===== config.mk =====
export PLATFORM = sky130hd
export DESIGN_NAME = btc_ram
export DESIGN_NICKNAME = d
export VERILOG_FILES = /design/src/sv/bipartite_two_colouring_assert.svh /design/src/sv/btc_ram.sv
export SDC_FILE = /design/constraint.sdc
export NUM_CORES = 1
export LEC_CHECK = 0
export ABC_CLOCK_PERIOD_IN_PS = 1600
export BUFFER_PORTS_ARGS = -buffer_cell sky130_fd_sc_hd__buf_4
export CAP_MARGIN = 0
export CORE_MARGIN = 8
export CORE_UTILIZATION = 45
export CTS_CLUSTER_DIAMETER = 100
export DETAILED_ROUTE_END_ITERATION = 7
export PLACE_DENSITY = 0.64
export REMOVE_ABC_BUFFERS = 1
export SLEW_MARGIN = 40
export SYNTH_ARGS = -nofsm -noshare
export SYNTH_HDL_FRONTEND = slang
export SYNTH_SLANG_ARGS = --single-unit

===== constraint.sdc =====
create_clock -name clk -period 1.6 [get_ports clk]
set_input_delay 0.24 -clock clk [delete_from_list [all_inputs] [get_ports clk]]
set_output_delay 0.24 -clock clk [all_outputs]
set_load 0.01 [all_outputs]

===== src/sv/bipartite_two_colouring_assert.svh =====
// Assertion macros shared by the bipartite two-colouring RTL.
`ifndef BIPARTITE_TWO_COLOURING_ASSERT_SVH
`define BIPARTITE_TWO_COLOURING_ASSERT_SVH

// Same-cycle implication, sampled on clk and idle while arst_n is low.
`define BTC_ASSERT_NOW(label, ante, cons, msg) \
	label: assert property (@(posedge clk) disable iff (!arst_n) (ante) |-> (cons)) \
		else $error(msg);

// Next-cycle implication, sampled on clk and idle while arst_n is low.
`define BTC_ASSERT_NEXT(label, ante, cons, msg) \
	label: assert property (@(posedge clk) disable iff (!arst_n) (ante) |=> (cons)) \
		else $error(msg);

`endif


===== src/sv/btc_ram.sv =====
// Generic single-write, single-read RAM with a registered read.
`timescale 1ns / 1ps
module btc_ram #(
	parameter int WIDTH = 8,
	parameter int DEPTH = 16
) (
	input  logic                     clk,
	input  logic                     we,
	input  logic [$clog2(DEPTH)-1:0] waddr,
	input  logic [WIDTH-1:0]         wdata,
	input  logic [$clog2(DEPTH)-1:0] raddr,
	output logic [WIDTH-1:0]         rdata
);
	logic [WIDTH-1:0] mem [DEPTH];

	// Write port and registered read port.
	always_ff @(posedge clk) begin
		if (we) begin
			mem[waddr] <= wdata;
		end
		rdata <= mem[raddr];
	end
endmodule


# Word-level counts from Yosys, hierarchy flattened
# Memories as Yosys holds them, arrays and structs flattened. A register that Yosys moved wholly into a read port is not among the register bits.
# Cells that the tools add are included.
dict set report classes {
  bitwise_logic 0
  mul 0
  n_div 0
  magnitude_cmp 0
  muxes 2
  eq_ne 0
  shift 0
  n_reduce_logical 0
  add_sub_neg 0
}
# operator count
set op_table {}
lappend op_table {{two-way mux 1 bit} 2}
dict set report totals {
  mem_bits_ro 0
  elab_cells 3
  n_memories 1
  output_inout_bits 8
  latchBits 0
  regBits 0
  in_bits 18
  ramBits 128
}
# name words word_bits rd rd_clocked_by_memory_dff wr line_no
set memory_table {}
lappend memory_table {mem 16 8 1 1 1 btc_ram.sv:14} ;# logic [WIDTH-1:0] mem [DEPTH];

# Longest topological paths before layout
dict set report depth {
  word_depth 2
  ltp_mapped 5
}

# Least setup slack after synthesis
# OpenSTA, ideal clock, no wires.
dict set report synth_timing {
  path_kind {in2reg}
  start {input waddr[2]}
  end {memory mem[0][0], enable pin}
  setup_ns 0.383
  stages 2
  t_required_ns 1.217
  arrival_ns 1.350
  path_slack_ns -0.133
  path_cell_list {or3b_2 nor3_1}
}
# item line_no
set synth_rtl {}
lappend synth_rtl {{start, declared} btc_ram.sv:9} ;# input logic [$clog2(DEPTH)-1:0] waddr,
lappend synth_rtl {{end, declared} btc_ram.sv:14}
# Straight into the memory's write port.

==> impl_metrics.toml <==
[timing]
max_slew_margin_vs_limit = 0.484
final_period_minus_worst_setup_slack_ns = 1.38
fin_max_slew_vios = 0
worst_slew_pin_slew_ns = 0.773
achievable-frequency_mhz = 726
finalHoldViolations = 0
final_min_period_over_clock_period = 0.861
setup_repair_after_global_routing_missed_its_margin = "false"
final.setup.tns_ns = 0
setup_violations = 0
timing.final.ws_setup_ns = 0.223
clock-skew-final_ns = 0.00561

[worst_setup_path]
worst_path_cell_with_the_longest_stage_delay = "mux4_1"
family_with_the_most_delay_on_the_worst_path = "multiplexers"
critical_path_source_type = "register"
crit_buf_inv = 0
critPathMaxFanout = 1
required_arrival_time_at_the_worst_endpoint_ns = 1.88
crit_chain = "mux4_1, a22oi_1, nand2_1"
max_stage_delay_ns = 0.50
crit_path_end_kind = "register"
timing_worst_setup_path_type = "reg -> reg"
cp.arrival_ns = 1.66

[synthesis]
yosysWarnings = 0
synth.ff_latch_count = 136
yosys.area.top_type_share = 0.747
synth-compound-area-share = 0.0233
synth_area_mm2 = 0.00515
yosysUniqueCellTypes = 19
synthMuxAreaShare = 0.150
yosysSeqAreaShare = 0.778
syn_avg_cell_area_um2 = 22.5
synth.largest_area_cell = "edfxtp_1"
synthAdderAreaFrac = 0
xor_xnor_fraction_of_synth_area = 0
synth_area_leaders = "edfxtp_1 (75%), mux4_2 (7.9%), mux4_1 (7.1%)"
synth-simple-area-share = 0.0318
dominant_combinational_cell_family_by_area_after_synthesis = "multiplexers"
netlist_instances = 229

[grt]
antenna_violations_before_repair = 0
number_of_global_route_vias_before_repair = 2667
grt_first_pass_wirelength_um = 15500
grt_start_max_net_pins = 18
total_global_routing_overflow = 0
grt.total_usage = 0.144

[floorplanning]
die-area_mm2 = 0.0151
core_area_mm2 = 0.0113
starting_density_of_the_core = 0.457
num_rows = 39
die-width_um = 123
io_pins = 26
die_y_um = 123

[detailed_routing]
route.vias.total = 2401
detailedRoute.firstPassIterationCount = 4
final_antenna_net_count = 0
route.detailed.wl_per_inst_um = 22.0
detail_route.vias_per_cell = 5.41
starting_drt_drc_count = 243
drcViolationCount = 0
routed_wl_um = 9760

[power_and_ir_drop]
power-per-cell-area_mw_per_mm2 = 1410
p_switching_mw = 1.68
p_leak_nw = 2.19
p_comb_frac = 0.047
power_frac_clock = 0.506
power_frac_seq = 0.447
intPower_mw = 7.29
vdd.ir_drop.worst_mv = 0.763
sw_share = 0.187

[clock_tree]
post_cts.resized_instances = 0
cts_post_setup_buffers_inserted = 0
clock_path_buffers = 2
clock_insertion_delay_worst_skew_ns = 0.40
clk_pin_slew_worst_paths_ns = 0.06
clock_tree_from_tritoncts = "yes"
clkSinkCount = 136
cts-hold-fix-buffers = 0
cts.htree.levels = 4
tritoncts.num_buffers = 17
clk_root_buffer_cell = "clkbuf_16"

[layout]
layout.cells.most_common_list = "edfxtp_1 (128), buf_4 (45), mux4_2 (18)"
multi_input_comb_area_mm2 = 0.00106
nNetsFinal = 306
seqCellArea_mm2 = 0.00400
layout_commonest_cell = "edfxtp_1"
final_cell_count_no_fill = 444
final.fill_count = 836
number_of_diodes_added_for_antenna_fixing = 0
final_layout_size_suffix_gt1_frac = 0.332
areaGrowthSynthToFinish_pct = 23.8

[placed_design]
dpl.hpwl_um = 6460
routabilityCongestion = 0.706
cell_total_after_placement = 412
port_buffers = 25
pre_cts_slack_ns = -0.0704

[min_path]
worst_hold_path_type = "in -> reg"

[run_status]
result_of_the_run = "complete, no violations"

[run]
drv_cap = 0
==> metal layers <==
metal,wire length [um],up-vias,track usage
li1,-,1090,-
met1,4380,1237,0.195
met2,4710,68,0.217
met3,577,6,0.0438
met4,89,0,0.0495
met5,0,-,0
==> stage by stage <==
step	util	total power [mW]	hold slack (ns)	area [um2]
final	0.566	8.97	0.146	6370
after global routing	0.566	9.25	0.148	6370
after CTS	0.566	9.05	0.140	6370
after detailed placement	0.504	4.51	0.561	5680
after global placement	0.504	4.50	0.548	5680
after floorplan	-	4.24	0.339	5060
==> synthesized netlist by cell type <==
master             n
a22oi_1           16
buf_6              3
mux4_1            14
edfxtp_1         128
nor3_1             4
and2_1             1
nand2_1            9
nand3_1            1
dfxtp_1            8
clkdlybuf4s25_2    3
nand3b_1           2
or3b_2             1
nor2b_1            1
buf_4              1
and2b_1            1
mux4_2            18
nand2b_1           2
buf_2              3
nor2_1            13
==> path summary, 6_finish.rpt <==
path,startpoint,to,slack [ns],depth (start not counted)
max,mem[1][0],rdata[0],0.22,3
min,wdata[5],mem[15][5],0.15,1
max reg2reg,mem[1][0],rdata[0],0.22,3
min reg2reg,mem[14][0],rdata[0],0.69,3
==> worst register-to-register path, cell delays in order, from the launching register on <==
cell	delay [ns]
edfxtp_1	0.36
mux4_1	0.50
a22oi_1	0.30
nand2_1	0.09
==> flip-flops by register name (all words and copies together) (netlist names) <==
| register | count |
|---|---|
| mem | 128 |
| rdata | 8 |
==> logic make-up (layout without fill, tap and decap cells) <==
kind of cell / after synthesis / count (layout)
buffers and inverters: 10 / 82
DFF: 136 / 136
AOI/OAI and AO/OA: 16 / 16
and+or+nand+nor: 35 / 35
muxes: 32 / 32
==> power groups by stage <==
stage | Sequential [mW] | Clock [mW] | Combinational [mW]
2_1_floorplan | 4.09 | 0 | 0.160
6_report | 4.01 | 4.54 | 0.418
3_3_place_gp | 4.08 | 0 | 0.419
3_5_place_dp | 4.09 | 0 | 0.427
5_1_grt | 4.02 | 4.78 | 0.455
4_1_cts | 4.01 | 4.61 | 0.429
==> layout make-up <==
cell class | instances | area share
repair buffers | 50 | 0.0687
well taps | 143 | 0.0281
clock inverters | 14 | 0.0420
flip-flops and latches | 136 | 0.628
multi-input cells | 83 | 0.166
clock buffers | 18 | 0.0673
Note: power is estimated with default switching activity, not from simulation.
